File: src/hdl/elevator_dispatch_controller_core_defines.svh
// ----------------------------------------------------------------------------
// elevator dispatch controller core - assertion macros
// shared check macros, clocked on clk and quiet while rst is high
// ----------------------------------------------------------------------------
`ifndef ELEVATOR_DISPATCH_CONTROLLER_CORE_DEFINES_SVH
`define ELEVATOR_DISPATCH_CONTROLLER_CORE_DEFINES_SVH

// property that must hold at every edge out of reset
`define EDC_CHECK(lbl, prop, msg) \
  lbl: assert property (@(posedge clk) disable iff (rst) (prop)) else $error(msg);

// condition at one edge implies a condition at the next edge
`define EDC_CHECK_NEXT(lbl, ante, cons, msg) \
  lbl: assert property (@(posedge clk) disable iff (rst) (ante) |=> (cons)) else $error(msg);

`endif

File: src/hdl/edc_pkg.sv
// ----------------------------------------------------------------------------
// edc_pkg
// widths, codes and link types shared by the elevator dispatch controller
// ----------------------------------------------------------------------------
`default_nettype none

package edc_pkg;

  localparam int NUM_FLOORS_DEFAULT = 16;
  localparam int CALL_W     = 16;
  localparam int FLOOR_W    = 5;
  localparam int IDLE_W     = 16;
  localparam int TIME_W     = 32;
  localparam int STEP_T_W   = 8;
  localparam int ACT_W      = 3;
  localparam int DIR_W      = 2;
  localparam int CFG_IDX_W  = 8;
  localparam int CFG_DATA_W = 16;
  localparam int IN_W       = 48;
  localparam int OUT_W      = 48;

  localparam logic [DIR_W-1:0] DIR_NONE = 2'b00;
  localparam logic [DIR_W-1:0] DIR_UP   = 2'b01;
  localparam logic [DIR_W-1:0] DIR_DOWN = 2'b11;

  localparam logic [ACT_W-1:0] ACT_WAIT      = 3'd0;
  localparam logic [ACT_W-1:0] ACT_STOP      = 3'd1;
  localparam logic [ACT_W-1:0] ACT_MOVE      = 3'd2;
  localparam logic [ACT_W-1:0] ACT_STOP_MOVE = 3'd3;
  localparam logic [ACT_W-1:0] ACT_IDLE      = 3'd4;

  localparam logic [CFG_IDX_W-1:0] REG_TOP_FLOOR = 8'd0;
  localparam logic [CFG_IDX_W-1:0] REG_MAX_IDLE  = 8'd1;
  localparam logic [CFG_IDX_W-1:0] REG_STOP_TIME = 8'd2;
  localparam logic [CFG_IDX_W-1:0] REG_RUN_TIME  = 8'd3;

  // carried from a floor to the one above it
  typedef struct packed {
    logic nbr_car;
    logic car_below;
    logic above_sel;
    logic above_any;
  } edc_up_link_t;

  // carried from a floor to the one below it
  typedef struct packed {
    logic nbr_car;
    logic car_above;
    logic below_sel;
    logic below_any;
    logic here_up;
    logic here_dn;
    logic here_car;
    logic all_any;
  } edc_dn_link_t;

  // broadcast to every floor cell
  typedef struct packed {
    logic step;
    logic fit;
    logic clr_up;
    logic clr_dn;
    logic clr_car;
    logic move_up;
    logic move_dn;
  } edc_ctl_t;

  // per floor control
  typedef struct packed {
    logic served;
    logic fit_keep;
    logic fit_top;
    logic new_up;
    logic new_dn;
    logic new_car;
    logic set_car;
  } edc_cell_in_t;

endpackage

`default_nettype wire

File: src/hdl/elevator_dispatch_controller_core.sv
// ----------------------------------------------------------------------------
// elevator_dispatch_controller_core
// collective scan dispatch, one control step per input beat
// ----------------------------------------------------------------------------
// s_tvalid/s_tready/s_tdata carry one control step with new hall-up,
// hall-down and car call masks. m_tvalid/m_tready/m_tdata return one
// result beat per step: action, departed and arrived floor, heading and
// the running time count. cfg_valid/cfg_ready/cfg_index/cfg_data write the
// four registers; cfg_ready is always high, writes beyond index 3 are
// dropped, and writes belong in idle periods.
// Each floor is a cell in a chain; calls above and below the car ripple
// through the chain so the whole decision settles combinationally.
// Each input beat's result is loaded into the output register as the beat
// is accepted. Throughput is one step per cycle; s_tready drops only while
// a result is held because m_tready is low, so a stalled receiver stalls
// the input side with no loss.
// Synchronous rst restores the register defaults, clears all calls,
// parks the car at floor one with no direction and zeroes the counters.
// ----------------------------------------------------------------------------
`default_nettype none

module elevator_dispatch_controller_core #(
  parameter int NUM_FLOORS = edc_pkg::NUM_FLOORS_DEFAULT
) (
  input  logic                            clk,
  input  logic                            rst,
  input  logic                            s_tvalid,
  output logic                            s_tready,
  // new_up_calls[15:0], new_down_calls[31:16], new_car_calls[47:32]
  input  logic [edc_pkg::IN_W-1:0]        s_tdata,
  output logic                            m_tvalid,
  input  logic                            m_tready,
  // action[2:0], departed_floor[7:3], arrived_floor[12:8], heading[14:13],
  // time_now[46:15], zero[47]
  output logic [edc_pkg::OUT_W-1:0]       m_tdata,
  input  logic                            cfg_valid,
  output logic                            cfg_ready,
  input  logic [edc_pkg::CFG_IDX_W-1:0]   cfg_index,
  input  logic [edc_pkg::CFG_DATA_W-1:0]  cfg_data
);

  localparam int FloorLimit = (NUM_FLOORS < edc_pkg::CALL_W) ? NUM_FLOORS : edc_pkg::CALL_W;
  localparam logic [edc_pkg::FLOOR_W-1:0] TopLimit = edc_pkg::FLOOR_W'(FloorLimit);
  localparam logic [edc_pkg::FLOOR_W-1:0] TopMin   = edc_pkg::FLOOR_W'(2);
  localparam logic [edc_pkg::FLOOR_W-1:0] HomeFloor = edc_pkg::FLOOR_W'(1);

  logic [edc_pkg::FLOOR_W-1:0]  eff_top;
  logic [edc_pkg::IDLE_W-1:0]   max_idle;
  logic [edc_pkg::STEP_T_W-1:0] stop_time;
  logic [edc_pkg::STEP_T_W-1:0] run_time;
  logic [edc_pkg::FLOOR_W-1:0]  car_floor, car_floor_next;
  logic [edc_pkg::DIR_W-1:0]    direction, direction_next;
  logic [edc_pkg::IDLE_W-1:0]   idle_count, idle_count_next;
  logic [edc_pkg::TIME_W-1:0]   elapsed, elapsed_next;
  logic [edc_pkg::ACT_W-1:0]    action;

  logic s_accept, cfg_write, fit;
  logic [edc_pkg::FLOOR_W-1:0] top_raw, top_new;

  edc_pkg::edc_ctl_t     ctl;
  edc_pkg::edc_cell_in_t ci [FloorLimit];
  edc_pkg::edc_up_link_t up_l [FloorLimit+1];
  edc_pkg::edc_dn_link_t dn_l [FloorLimit+1];
  logic [FloorLimit-1:0] car_bits;

  logic any_call, ret_home, idle, stop, moved;
  logic [edc_pkg::DIR_W-1:0] d0, nd;
  logic hu2, hd2, hc2, l_all, b_sel, stop_after;

  assign s_tready  = !m_tvalid || m_tready;
  assign s_accept  = s_tvalid && s_tready;
  assign cfg_ready = 1'b1;
  assign cfg_write = cfg_valid && cfg_ready;
  assign fit       = cfg_write && (cfg_index == edc_pkg::REG_TOP_FLOOR);

  // clamp of a written top floor
  assign top_raw = cfg_data[edc_pkg::FLOOR_W-1:0];
  always_comb begin
    priority if (top_raw < TopMin) begin
      top_new = TopMin;
    end else if (top_raw > TopLimit) begin
      top_new = TopLimit;
    end else begin
      top_new = top_raw;
    end
  end

  // floor chain
  assign up_l[0]          = '0;
  assign dn_l[FloorLimit] = '0;

  for (genvar i = 0; i < FloorLimit; i++) begin : g_floor
    always_comb begin
      ci[i].served   = eff_top > edc_pkg::FLOOR_W'(i);
      ci[i].fit_keep = top_new > edc_pkg::FLOOR_W'(i);
      ci[i].fit_top  = top_new == edc_pkg::FLOOR_W'(i + 1);
      ci[i].new_up   = s_tdata[i];
      ci[i].new_dn   = s_tdata[edc_pkg::CALL_W + i];
      ci[i].new_car  = s_tdata[2 * edc_pkg::CALL_W + i];
      ci[i].set_car  = (i == 0) && ret_home;
    end

    edc_floor_cell #(
      .IS_HOME (i == 0)
    ) u_cell (
      .clk    (clk),
      .rst    (rst),
      .ctl    (ctl),
      .ci     (ci[i]),
      .up_in  (up_l[i]),
      .up_out (up_l[i+1]),
      .dn_in  (dn_l[i+1]),
      .dn_out (dn_l[i])
    );

    assign car_bits[i] = dn_l[i].nbr_car;
  end

  // step decision
  always_comb begin
    any_call = dn_l[0].all_any;
    ret_home = !any_call && (idle_count > max_idle) && (car_floor != HomeFloor);
    idle     = !any_call && !ret_home;
    d0       = any_call ? direction : edc_pkg::DIR_NONE;

    unique case (d0)
      edc_pkg::DIR_UP:   stop = dn_l[0].here_car | dn_l[0].here_up;
      edc_pkg::DIR_DOWN: stop = dn_l[0].here_car | dn_l[0].here_dn;
      default:           stop = dn_l[0].here_car | dn_l[0].here_up | dn_l[0].here_dn;
    endcase
    stop = stop && !idle;

    ctl.step    = s_accept;
    ctl.fit     = fit;
    ctl.clr_car = stop;
    ctl.clr_up  = stop && ((d0 == edc_pkg::DIR_UP) ||
                           ((d0 == edc_pkg::DIR_NONE) && dn_l[0].here_up));
    ctl.clr_dn  = stop && ((d0 == edc_pkg::DIR_DOWN) ||
                           ((d0 == edc_pkg::DIR_NONE) && !dn_l[0].here_up));

    hu2   = dn_l[0].here_up & ~ctl.clr_up;
    hd2   = dn_l[0].here_dn & ~ctl.clr_dn;
    hc2   = dn_l[0].here_car & ~ctl.clr_car;
    // home call sits below the car
    b_sel = dn_l[0].below_sel | ret_home;
    l_all = dn_l[0].below_any | ret_home | hu2 | hd2 | hc2;

    unique case (d0)
      edc_pkg::DIR_UP: begin
        priority if (up_l[FloorLimit].above_sel) nd = edc_pkg::DIR_UP;
        else if (b_sel)                          nd = edc_pkg::DIR_DOWN;
        else                                     nd = edc_pkg::DIR_NONE;
      end
      edc_pkg::DIR_DOWN: begin
        priority if (b_sel)                      nd = edc_pkg::DIR_DOWN;
        else if (up_l[FloorLimit].above_sel)     nd = edc_pkg::DIR_UP;
        else                                     nd = edc_pkg::DIR_NONE;
      end
      default: begin
        priority if (l_all)                      nd = edc_pkg::DIR_DOWN;
        else if (up_l[FloorLimit].above_any)     nd = edc_pkg::DIR_UP;
        else                                     nd = edc_pkg::DIR_NONE;
      end
    endcase

    unique case (nd)
      edc_pkg::DIR_UP:   stop_after = hc2 | hu2;
      edc_pkg::DIR_DOWN: stop_after = hc2 | hd2;
      default:           stop_after = 1'b1;
    endcase

    moved       = !idle && !stop_after;
    ctl.move_up = s_accept && moved && (nd == edc_pkg::DIR_UP);
    ctl.move_dn = s_accept && moved && (nd == edc_pkg::DIR_DOWN);

    priority if (ctl.move_up || (moved && (nd == edc_pkg::DIR_UP))) begin
      car_floor_next = car_floor + HomeFloor;
    end else if (moved) begin
      car_floor_next = car_floor - HomeFloor;
    end else begin
      car_floor_next = car_floor;
    end

    direction_next = idle ? edc_pkg::DIR_NONE : nd;

    priority if (idle) begin
      idle_count_next = (idle_count == '1) ? idle_count : idle_count + 1'b1;
    end else begin
      idle_count_next = '0;
    end

    elapsed_next = elapsed + edc_pkg::TIME_W'(idle)
                 + (stop  ? edc_pkg::TIME_W'(stop_time) : '0)
                 + (moved ? edc_pkg::TIME_W'(run_time)  : '0);

    priority if (idle)       action = edc_pkg::ACT_IDLE;
    else if (stop && moved)  action = edc_pkg::ACT_STOP_MOVE;
    else if (stop)           action = edc_pkg::ACT_STOP;
    else if (moved)          action = edc_pkg::ACT_MOVE;
    else                     action = edc_pkg::ACT_WAIT;
  end

  // registers and step state
  always_ff @(posedge clk) begin
    if (rst) begin
      eff_top    <= TopLimit;
      max_idle   <= edc_pkg::IDLE_W'(10);
      stop_time  <= edc_pkg::STEP_T_W'(3);
      run_time   <= edc_pkg::STEP_T_W'(2);
      car_floor  <= HomeFloor;
      direction  <= edc_pkg::DIR_NONE;
      idle_count <= '0;
      elapsed    <= '0;
    end else if (cfg_write) begin
      unique case (cfg_index)
        edc_pkg::REG_TOP_FLOOR: begin
          eff_top <= top_new;
          if (car_floor > top_new) begin
            car_floor <= top_new;
          end
        end
        edc_pkg::REG_MAX_IDLE:  max_idle  <= cfg_data;
        edc_pkg::REG_STOP_TIME: stop_time <= cfg_data[edc_pkg::STEP_T_W-1:0];
        edc_pkg::REG_RUN_TIME:  run_time  <= cfg_data[edc_pkg::STEP_T_W-1:0];
        default: ;
      endcase
    end else if (s_accept) begin
      car_floor  <= car_floor_next;
      direction  <= direction_next;
      idle_count <= idle_count_next;
      elapsed    <= elapsed_next;
    end
  end

  // result register
  always_ff @(posedge clk) begin
    if (rst) begin
      m_tvalid <= 1'b0;
    end else if (s_accept) begin
      m_tvalid <= 1'b1;
    end else if (m_tready) begin
      m_tvalid <= 1'b0;
    end
  end

  always_ff @(posedge clk) begin
    if (s_accept) begin
      m_tdata <= {1'b0, elapsed_next, direction_next, car_floor_next, car_floor, action};
    end
  end

`include "elevator_dispatch_controller_core_defines.svh"

  `EDC_CHECK(a_car_onehot, $onehot(car_bits), "car presence not one-hot across floors")
  `EDC_CHECK(a_car_range, (car_floor != '0) && (car_floor <= eff_top), "car floor out of range")
  `EDC_CHECK_NEXT(a_move_changes, s_accept && moved, car_floor != $past(car_floor),
                  "move beat left car in place")
  `EDC_CHECK_NEXT(a_idle_no_dir, s_accept && idle, direction == edc_pkg::DIR_NONE,
                  "idle beat kept a direction")

endmodule

`default_nettype wire

File: src/hdl/edc_floor_cell.sv
// ----------------------------------------------------------------------------
// edc_floor_cell
// one floor: pending call bits and car presence, chained to its neighbors
// ----------------------------------------------------------------------------
`default_nettype none

module edc_floor_cell #(
  parameter bit IS_HOME = 1'b0
) (
  input  logic                 clk,
  input  logic                 rst,
  input  edc_pkg::edc_ctl_t     ctl,
  input  edc_pkg::edc_cell_in_t ci,
  input  edc_pkg::edc_up_link_t up_in,
  output edc_pkg::edc_up_link_t up_out,
  input  edc_pkg::edc_dn_link_t dn_in,
  output edc_pkg::edc_dn_link_t dn_out
);

  logic pu, pd, pc, car_here;
  logic pu_m, pd_m, pc_m;
  logic sel_up, sel_dn, any_m;

  assign pu_m   = pu | (ci.new_up & ci.served);
  assign pd_m   = pd | (ci.new_dn & ci.served);
  assign pc_m   = pc | (ci.new_car & ci.served);
  assign sel_up = pc_m | pu_m;
  assign sel_dn = pc_m | pd_m;
  assign any_m  = pu_m | pd_m | pc_m;

  always_comb begin
    up_out.nbr_car   = car_here;
    up_out.car_below = up_in.car_below | car_here;
    up_out.above_sel = up_in.above_sel | (up_in.car_below & sel_up);
    up_out.above_any = up_in.above_any | (up_in.car_below & any_m);
  end

  always_comb begin
    dn_out.nbr_car   = car_here;
    dn_out.car_above = dn_in.car_above | car_here;
    dn_out.below_sel = dn_in.below_sel | (dn_in.car_above & sel_dn);
    dn_out.below_any = dn_in.below_any | (dn_in.car_above & any_m);
    dn_out.here_up   = dn_in.here_up | (car_here & pu_m);
    dn_out.here_dn   = dn_in.here_dn | (car_here & pd_m);
    dn_out.here_car  = dn_in.here_car | (car_here & pc_m);
    dn_out.all_any   = dn_in.all_any | any_m;
  end

  always_ff @(posedge clk) begin
    if (rst) begin
      pu       <= 1'b0;
      pd       <= 1'b0;
      pc       <= 1'b0;
      car_here <= IS_HOME;
    end else if (ctl.fit) begin
      pu <= pu & ci.fit_keep;
      pd <= pd & ci.fit_keep;
      pc <= pc & ci.fit_keep;
      // car above the new top comes down to it
      car_here <= ci.fit_top ? (car_here | dn_in.car_above) : (car_here & ci.fit_keep);
    end else if (ctl.step) begin
      pu <= pu_m & ~(car_here & ctl.clr_up);
      pd <= pd_m & ~(car_here & ctl.clr_dn);
      pc <= (pc_m | ci.set_car) & ~(car_here & ctl.clr_car);
      priority if (ctl.move_up) begin
        car_here <= up_in.nbr_car;
      end else if (ctl.move_dn) begin
        car_here <= dn_in.nbr_car;
      end else begin
        car_here <= car_here;
      end
    end
  end

endmodule

`default_nettype wire

File: config.mk
export PLATFORM = sky130hd
export DESIGN_NAME = elevator_dispatch_controller_core
export DESIGN_NICKNAME = d
export VERILOG_FILES = /design/src/hdl/edc_pkg.sv /design/src/hdl/elevator_dispatch_controller_core.sv /design/src/hdl/edc_floor_cell.sv
export VERILOG_INCLUDE_DIRS = /design/src /design/src/hdl
export SDC_FILE = /design/constraint.sdc
export NUM_CORES = 1
export LEC_CHECK = 0
export ABC_AREA = 1
export CAP_MARGIN = 25
export CORE_MARGIN = 2
export CORE_UTILIZATION = 60
export CTS_CLUSTER_SIZE = 20
export DETAILED_ROUTE_END_ITERATION = 8
export DONT_BUFFER_PORTS = 1
export PLACE_DENSITY = 0.8
export SYNTH_ARGS = -nofsm -noshare
export SYNTH_HDL_FRONTEND = slang
export SYNTH_SLANG_ARGS = --single-unit
File: constraint.sdc
create_clock -name clk -period 6.95 [get_ports clk]
set_input_delay 0.695 -clock clk [delete_from_list [all_inputs] [get_ports clk]]
set_output_delay 0.695 -clock clk [all_outputs]
set_load 0.01 [all_outputs]
Word-level counts from Yosys, hierarchy flattened
Cells that the tools add are included.
{ "op_classes": {"n_addsub": 6, "magnitude_cmp": 36, "n_eq_ne": 29, "n_mux": 204, "n_bitwise": 637, "n_reduce_logical": 41} }
{ "ops": {"columns": ["cell", "count"], "rows": [
  ["1-bit bitwise AND", 319],
  ["1-bit OR", 266],
  ["1-bit two-way mux", 180],
  ["5-bit by 4-bit > comparator with 1-bit output, second input constant", 16],
  ["32-bit by 8-bit adder with 32-bit output", 2],
  ["1-bit inverter", 52],
  ["5-bit by 4-bit == test with 1-bit output, second input constant", 8],
  ["5-bit by 3-bit > comparator with 1-bit output, second input constant", 8],
  ["5-bit two-way mux", 8],
  ["32-bit by 1-bit adder with 32-bit output", 1],
  ["16-bit two-way mux", 2],
  ["5-bit by 3-bit == test with 1-bit output, second input constant", 4],
  ["5-bit by 1-bit > comparator with 1-bit output, second input constant", 4],
  ["5-bit by 2-bit > comparator with 1-bit output, second input constant", 4],
  ["2-bit two-way mux", 9],
  ["16-bit by 1-bit adder with 16-bit output, second input constant", 1],
  ["16-bit == test, second input constant", 1],
  ["8-bit by 2-bit == test with 1-bit output, second input constant", 2],
  ["16-bit > comparator", 1],
  ["1-bit logical AND", 16],
  ["8-bit two-way mux", 2],
  ["2-bit AND reduction", 6],
  ["5-bit by 2-bit == test with 1-bit output, second input constant", 2],
  ["3-bit AND reduction", 3],
  ["other kinds (21)", 36]
]} }
{ "totals": {"regBits": 204, "output_inout_bits": 51, "word_cells": 1028} }

Longest topological paths before layout
Gate-level depths: netlist of the first run.
{ "depth": {"ltp_word": 45, "mapped_depth": 43, "ltp_nobuf": 41} }

Cells and area by module
A second synthesis of the first run with hierarchy kept.
{ "unflattened": {"cells_unflattened": 2174, "hier_area_um2": 14576.5} }
{ "by_module_without_submodules": {"columns": ["module", "n_inst", "cells_per_inst", "area_each_um2", "seq_area_each_um2"], "rows": [
  ["elevator_dispatch_controller_core", 1, 946, 7628.6, 3273.1],
  ["edc_floor_cell at g_floor[10].u_cell ...", 15, 77, 435.4, 80.1],
  ["edc_floor_cell at g_floor[0].u_cell", 1, 73, 416.6, 80.1]
]} }

Least setup slack after synthesis of the first run
No wires, ideal clock.
{ "synth_path": {"path_kind": "input to register", "from": "input s_tdata[15] in the netlist's numbering", "to": "register elapsed[26] in the netlist's numbering", "arrival_ps": 5786, "required_time_ps": 6835, "setup_slack_ps": 1049, "path_stages": 39, "cell_sequence": "a21oi_1 nand2_1 nor2_1 nand3_1 nor2_1 nand2_1 nor2_2 nand3_4 nand3_1 nand2_1 nand2_4 nand2_2 nand3_2 nand3_1 nor2_1 buf_2 nand2_1 fa_1 (+3 left out) fa_1 inv_1 nand3_1 nand2_1 a21boi_0 o21ai_0 nand3_1 nand2_1 nand3_1 nor4_1 nand3_1 nor3_1 nand3_1 nor3_1 nand2_1 xor2_1 o21ai_0 inv_1"} }
{ "synth_between": {"elab_chain_cells": 40, "elab_cells_between_ends": 91} }
{ "synth_rtl": {"columns": ["item", "line_no", "rtl"], "rows": [
  ["start, declared", "elevator_dispatch_controller_core.sv:30", "input logic [edc_pkg::IN_W-1:0] s_tdata,"],
  ["1-bit bitwise AND *", "edc_floor_cell.sv:24", "assign pu_m = pu | (ci.new_up & ci.served);"],
  ["1-bit OR *", "edc_floor_cell.sv:24", null],
  ["parallel branches: the longest is 37 deep, another holds 1-bit OR", null, null],
  ["32-bit by 8-bit adder with 32-bit output *", "elevator_dispatch_controller_core.sv:194", "+ (moved ? edc_pkg::TIME_W'(run_time) : '0);"],
  ["via elapsed_next (one bit)", "elevator_dispatch_controller_core.sv:54", "logic [edc_pkg::TIME_W-1:0] elapsed, elapsed_next;"],
  ["end signal, assigned", "elevator_dispatch_controller_core.sv:231", "elapsed <= elapsed_next;"],
  ["end, declared", "elevator_dispatch_controller_core.sv:54", null]
]} }
Mark *: on every way through the listed nets, which the timed path passes.
A chain may end at the register's enable or synchronous reset.

Final worst setup path of the first run
{ "layout_path": {"from": "register eff_top[1] in the netlist's numbering", "to": "register elapsed[28] in the netlist's numbering"} }
{ "layout_between": {"elab_chain_cells": 41, "elab_cells_between_ends": 450} }
{ "layout_rtl": {"columns": ["item", "line_no", "rtl"], "rows": [
  ["start, declared", "elevator_dispatch_controller_core.sv:47", "logic [edc_pkg::FLOOR_W-1:0] eff_top;"],
  ["start signal, assigned", "elevator_dispatch_controller_core.sv:206", "eff_top <= TopLimit;"],
  ["start signal, assigned", "elevator_dispatch_controller_core.sv:217", "eff_top <= top_new;"],
  ["parallel branches: the longest is 40 deep, another holds 5-bit by 4-bit > comparator with 1-bit output", null, null],
  ["32-bit by 8-bit adder with 32-bit output *", "elevator_dispatch_controller_core.sv:194", null],
  ["via elapsed_next (one bit)", "elevator_dispatch_controller_core.sv:54", null]
]} }
Marks and branches as above.

==> impl_metrics.yaml, run 1 <==
synthesis:
  syn_nets: 1807
  synth-seq-cells: 204
  synth_area_per_cell_um2: 7.14
  async_reset_ff_share_pct: 0
  synth_area_leaders: "dfxtp_1, edfxtp_1, nand2_1, a21oi_1, inv_1"
  yosysSeqAreaShare_pct: 37.8
  synth_area_um2: 12100
  synth_top_cell_by_area: "dfxtp_1"
  ys_warn_count: 0
  syn_inst: 1687
  ys.flop_type: "dfxtp_1"
  synth_top_area_share_pct: 26.1
  synth-edff-count: 47
  yosysUniqueCellTypes: 61
cells_and_area:
  final_core_util_pct: 67.3
  design_area_um2: 13200
  diodes: 0
  layout-drive-gt1-share_pct: 8.55
  syn_to_final_growth_pct: 9.46
  final_cells: 1972
  nNetsFinal: 1812
routing:
  first_pass_iters: 7
  wire_per_inst_um: 21.0
  via_per_inst: 6.13
  antenna_left: 0
  drt-initial-drc-count: 1072
  drc: 0
  vias: 12100
  routed_wl_mm: 41.4
sta:
  slew_headroom_pct: 42.4
  finalClockSkew_ps: 16.3
  fmax_mhz: 153
  fin_tns_setup_ps: 0
  fin_ws_ps: 393
  slew_viol_final: 0
  timing.hold.ws_ps: 259
  fin_crit_sh_pct: 94.3
  period_minus_slack_ps: 6560
  finalHoldViolCount: 0
  setup_viol_count_final: 0
  worst_pin_slew_ps: 862
clocking:
  cts_hold_buf: 0
  clk_latency_ps: 530
  htreeDepth: 1
  root_buffer: "clkbuf_16"
  clock_sinks: 204
  cts_tree: "built"
  numCtsBuffers: 22
  clk_pin_slew_worst_paths_ps: 60
  clock_path_buffers: 3
grt:
  grt_overflow: 0
  grt_pass1_wl_mm: 64.0
  grt_pass1_vias: 11700
  grt_start_max_net_pins: 75
  track_usage_pct: 38.1
  antenna_found_initial: 0
floorplan:
  start_util_pct: 61.5
  pin_count: 128
  design.die.area_um2: 21200
  std_cell_rows: 51
  die_h_um: 146
  core-area_um2: 19600
  chipWidth_um: 146
worst_setup_path:
  worstSetupEndpointType: "flop"
  critPathArrivalTime_ps: 6970
  startpoint_type: "flop"
  cp_data_required_time_ps: 7360
  path_max_fanout: 16
  slowest_stage: "fa_1"
  max_stage_delay_ps: 410
  worstSetupPathType: "reg -> reg"
  crit_top_cell: "nand2_1"
power:
  power.leakage_nw: 5.77
  p_total_mw: 4.18
  power_density_nw_per_um2: 317
  vdd_drop_max_uv: 260
placement:
  placed_area_um2: 12400
  place.gp.congestion: 1.06
  port-buffer-count: 0
  dp_slack_ps: 301
  hpwl_mm: 31.2
  place_inst: 1932
flow_run:
  maxCapViolCount: 0
hold_path:
  hold_class: "in -> reg"
run_status:
  status: "completed"
-- critical path: cells and delay by family (launching register included) --
family | cells | cell delay, ps
and+or+nand+nor | 23 | 3230
adders and majority gates | 3 | 920
AOI/OAI and AO/OA | 6 | 1190
DFF | 1 | 360
xor gates and xnor gates | 1 | 140
buffers and inverters | 6 | 600
-- cell usage after synthesis, drive strengths merged (31+ instances only) --
master    n
nand2   338
inv     235
dfxtp   157
xor2     31
edfxtp   47
a21oi   191
o21ai   152
nor2    155
o211ai   41
nand3   103
clkbuf   46
ha       34
-- worst paths after layout --
| path | from | end | slack (ps) | cells after the start |
|---|---|---|---|---|
| worst max-delay path | eff_top[1] | elapsed[28] | 390 | 39 |
| worst min register to register | run_time[4] | run_time[4] | 460 | 2 |
| worst max register to register | eff_top[1] | elapsed[28] | 390 | 39 |
| worst min-delay path | rst | g_floor[0].u_cell.pc | 260 | 1 |
-- where the power goes --
group / internal (mW) / switching (mW) / leakage, nW
logic: 0.493 / 1.07 / 3.69
registers: 1.35 / 0.108 / 1.74
clock network: 0.650 / 0.505 / 0.339
total: 2.49 / 1.69 / 5.77
-- layout make-up --
cell class                 instances  area, µm²
clock buffer                      29        597
clock inverter                    10        103
fill                            1722       6400
inverter                         241        905
multi-input combinational       1180       6370
sequential                       204       4550
tap                              265        332
timing repair buffer              43        327
-- placed cells by master (no fill, tap or decap), drive strengths merged, types with 2 or more instances in the layout --
| master | instances |
|---|---|
| ha | 34 |
| o21bai | 7 |
| xnor2 | 5 |
| inv | 238 |
| nor3 | 23 |
| a21o | 5 |
| a22oi | 3 |
| clkinv | 11 |
| or2 | 4 |
| buf | 43 |
| conb | 2 |
| xor2 | 31 |
| o21ai | 152 |
| o21a | 2 |
| a21boi | 3 |
| nor3b | 2 |
| nand3 | 103 |
| nand2 | 338 |
| dfxtp | 157 |
| clkbuf | 29 |
| nand3b | 2 |
| o22ai | 8 |
| a211oi | 5 |
| fa | 9 |
| edfxtp | 47 |
| nor2 | 155 |
| nand4 | 23 |
| a21oi | 191 |
| o211ai | 41 |
| a31oi | 6 |
| o221ai | 3 |
| o2111ai | 2 |
| nor4 | 10 |
-- layer usage --
metal | wire length [µm] | GRT usage (%)
met3 | 3670 | 6.43
met5 | 0 | 0
met4 | 2360 | 19.2
met1 | 16000 | 47.7
met2 | 19400 | 63.6
-- cells by family after synthesis --
family / count (synthesis) / synth area share [%]
adder cells (fa/ha/maj): 43 / 5.03
AO/OA/AOI/OAI: 434 / 20.5
XOR/XNOR: 36 / 2.62
AND/OR/NAND/NOR: 665 / 24.3
other: 2 / 0.0623
flip-flops: 204 / 37.8
buffers and inverters: 303 / 9.77
-- sequential cells by signal (all words and copies together), names as in the netlist --
name / count
car_floor: 5
g_floor.u_cell.pd: 16
stop_time: 8
direction: 2
idle_count: 16
m_tvalid: 1
g_floor.u_cell.car_here: 16
g_floor.u_cell.pu: 16
m_tdata: 47
eff_top: 5
g_floor.u_cell.pc: 16
run_time: 8
elapsed: 32
max_idle: 16
-- what timing repair did --
action | 4_1_cts | 5_1_grt
resized for setup | 0 | 17
setup buffers | 0 | 1
endpoints found under the setup margin | 0 | 29
No activity file was read; power rests on OpenSTA's default activity.
==> inputs of run 2 (changes only) <==
--- a/config.mk
+++ b/config.mk
@@ -13,7 +13,7 @@
 export CTS_CLUSTER_SIZE = 20
 export DETAILED_ROUTE_END_ITERATION = 8
 export DONT_BUFFER_PORTS = 1
-export PLACE_DENSITY = 0.8
+export PLACE_DENSITY = 0.76
 export SYNTH_ARGS = -nofsm -noshare
 export SYNTH_HDL_FRONTEND = slang
 export SYNTH_SLANG_ARGS = --single-unit
==> run 2 against run 1 <==
- wire length shrank 2.3%
- setup slack gained 130 ps
- utilization grew 1.1 points
- combinational power is essentially flat
- power grew 4.0%
- clock skew grew 5.4 ps
- largest cell class unchanged
==> impl_metrics.yaml, run 2 (synthesized netlist as in run 1, its figures left out) <==
floorplan:
  chipWidth_um: 146
  pin_count: 128
  core-area_um2: 19600
  start_util_pct: 61.5
  die_h_um: 146
  std_cell_rows: 51
  design.die.area_um2: 21200
grt:
  grt_pass1_wl_mm: 62.5
  track_usage_pct: 37.2
  grt_start_max_net_pins: 75
  antenna_found_initial: 1
  grt_pass1_vias: 11500
  grt_overflow: 0
routing:
  first_pass_iters: 8
  drc: 0
  vias: 12100
  routed_wl_mm: 40.5
  wire_per_inst_um: 20.5
  via_per_inst: 6.11
  antenna_left: 0
  drt-initial-drc-count: 1246
cells_and_area:
  largest_reg_flops: 47
  syn_to_final_growth_pct: 11.3
  top_regs: "m_tdata (47), elapsed (32)"
  final_cell_mix: "nand2_1, inv_1, a21oi_1"
  nNetsFinal: 1812
  largest_register: "m_tdata"
  design_area_um2: 13400
  mostFrequentLayoutCell: "nand2_1"
  layout-drive-gt1-share_pct: 9.42
sta:
  setup_viol_count_final: 0
  finalHoldViolCount: 0
  fmax_mhz: 156
  fin_ws_ps: 526
  rsz0062_at_grt: "no"
  finalClockSkew_ps: 21.7
  fin_tns_setup_ps: 0
  period_minus_slack_ps: 6420
  fin_crit_sh_pct: 92.4
  worst_pin_slew_ps: 926
  timing.hold.ws_ps: 243
  slew_viol_final: 0
  slew_headroom_pct: 38.1
placement:
  hpwl_mm: 30.1
  dp_slack_ps: 294
  placed_area_um2: 12400
  port-buffer-count: 0
  place.gp.congestion: 1.10
clocking:
  cts_hold_buf: 0
  clk_latency_ps: 540
  cts_tree: "built"
  clk_pin_slew_worst_paths_ps: 60
  root_buffer: "clkbuf_16"
  clock_sinks: 204
  numCtsBuffers: 23
  clock_path_buffers: 3
  htreeDepth: 1
worst_setup_path:
  slowest_stage: "fa_1"
  crit_top_cell: "nand3_1"
  startpoint_type: "flop"
  worstSetupPathType: "reg -> reg"
  critPathLaunch: "eff_top[1]"
  worstSetupEndpointType: "flop"
  path_max_fanout: 7
  reg2reg_from: "eff_top[1]"
  r2r-end: "elapsed[30]"
  reg2reg_depth: 37
  max_stage_delay_ps: 520
  critPathArrivalTime_ps: 6840
  cp_data_required_time_ps: 7370
  crit_path_end: "elapsed[30]"
  r2r_slack_ps: 530
power:
  power.leakage_nw: 5.85
  p_total_mw: 4.35
  power_density_nw_per_um2: 324
  comb_power_share_pct: 35.3
  internal-power_mw: 2.67
  seqPwrFrac_pct: 33.6
  p_sw_mw: 1.68
  swShare_pct: 38.7
  pwr-share-clk_pct: 31.1
  vdd_drop_max_uv: 268
hold_path:
  hold_class: "in -> reg"
run_status:
  status: "completed"
flow_run:
  maxCapViolCount: 0
-- run 2: cell count changes in the layout (fill, tap and decap cells not counted), sizes merged --
| cell | previous run | this run |
|---|---|---|
| clkinvlp | 1 | 2 |
| buf | 43 | 42 |
| clkinv | 11 | 10 |
| inv | 238 | 237 |
| diode | 0 | 1 |
| bufinv | 1 | 5 |
-- run 2: layout make-up --
type	instances	area [µm²]
Tap cell	265	332
Multi-Input combinational cell	1180	6450
Clock buffer	29	638
Antenna cell	1	2.50
Inverter	241	911
Fill cell	1688	6180
Clock inverter	13	211
Timing Repair Buffer	42	315
Sequential cell	204	4550
-- run 2: worst min-delay path by stage --
stage / cells past startpoint / from / slack (ps) / to
after floorplan: 2 / run_time[4] / 430 / run_time[4]
after global placement: 2 / run_time[4] / 440 / run_time[4]
after detailed placement: 2 / g_floor[4].u_cell.pc / 450 / g_floor[4].u_cell.pc
after CTS: 1 / rst / 230 / g_floor[5].u_cell.pc
after global routing: 1 / rst / 240 / g_floor[0].u_cell.pc
final: 1 / rst / 240 / g_floor[10].u_cell.car_here
-- run 2: power groups by stage --
stage / combinational, mW / sequential [mW] / clock (mW)
floorplan: 0.948 / 1.46 / 0
global placement: 1.45 / 1.47 / 0
detailed placement: 1.45 / 1.48 / 0
CTS: 1.46 / 1.45 / 1.36
global route: 1.64 / 1.47 / 1.41
finish: 1.54 / 1.46 / 1.35
-- run 2: repair_timing --
item,4_1_cts,5_1_grt
hold endpoints to repair,0,0
buffers inserted,0,1
setup endpoints to repair,0,21
resized for setup,0,32
-- run 2: layer usage --
| layer | part of all wire (%) | vias to the layer above | track usage (%) | wire, µm |
|---|---|---|---|---|
| met5 | 0 | - | 0 | 0 |
| met4 | 6.3 | 0 | 21.1 | 2570 |
| met3 | 8.7 | 182 | 5.96 | 3540 |
| met1 | 40 | 5601 | 47.4 | 16100 |
| met2 | 45 | 655 | 60.3 | 18300 |
| li1 | - | 5637 | - | - |
-- run 2: metrics by stage --
step           util, %  std cells
5_1_grt           68.4       1974
6_report          68.5       1975
2_1_floorplan        -       1687
3_3_place_gp      63.4       1931
4_1_cts           67.7       1973
3_5_place_dp      63.4       1931
-- run 2: worst max-delay path, delay by kind of cell (launching register included) --
family                     cells  cell delay [ps]
and+or+nand+nor               24             3280
AOI/OAI and AO/OA              4              920
xor gates and xnor gates       1              170
buffers and inverters          6              610
DFF                            1              360
adders and majority gates      2              970
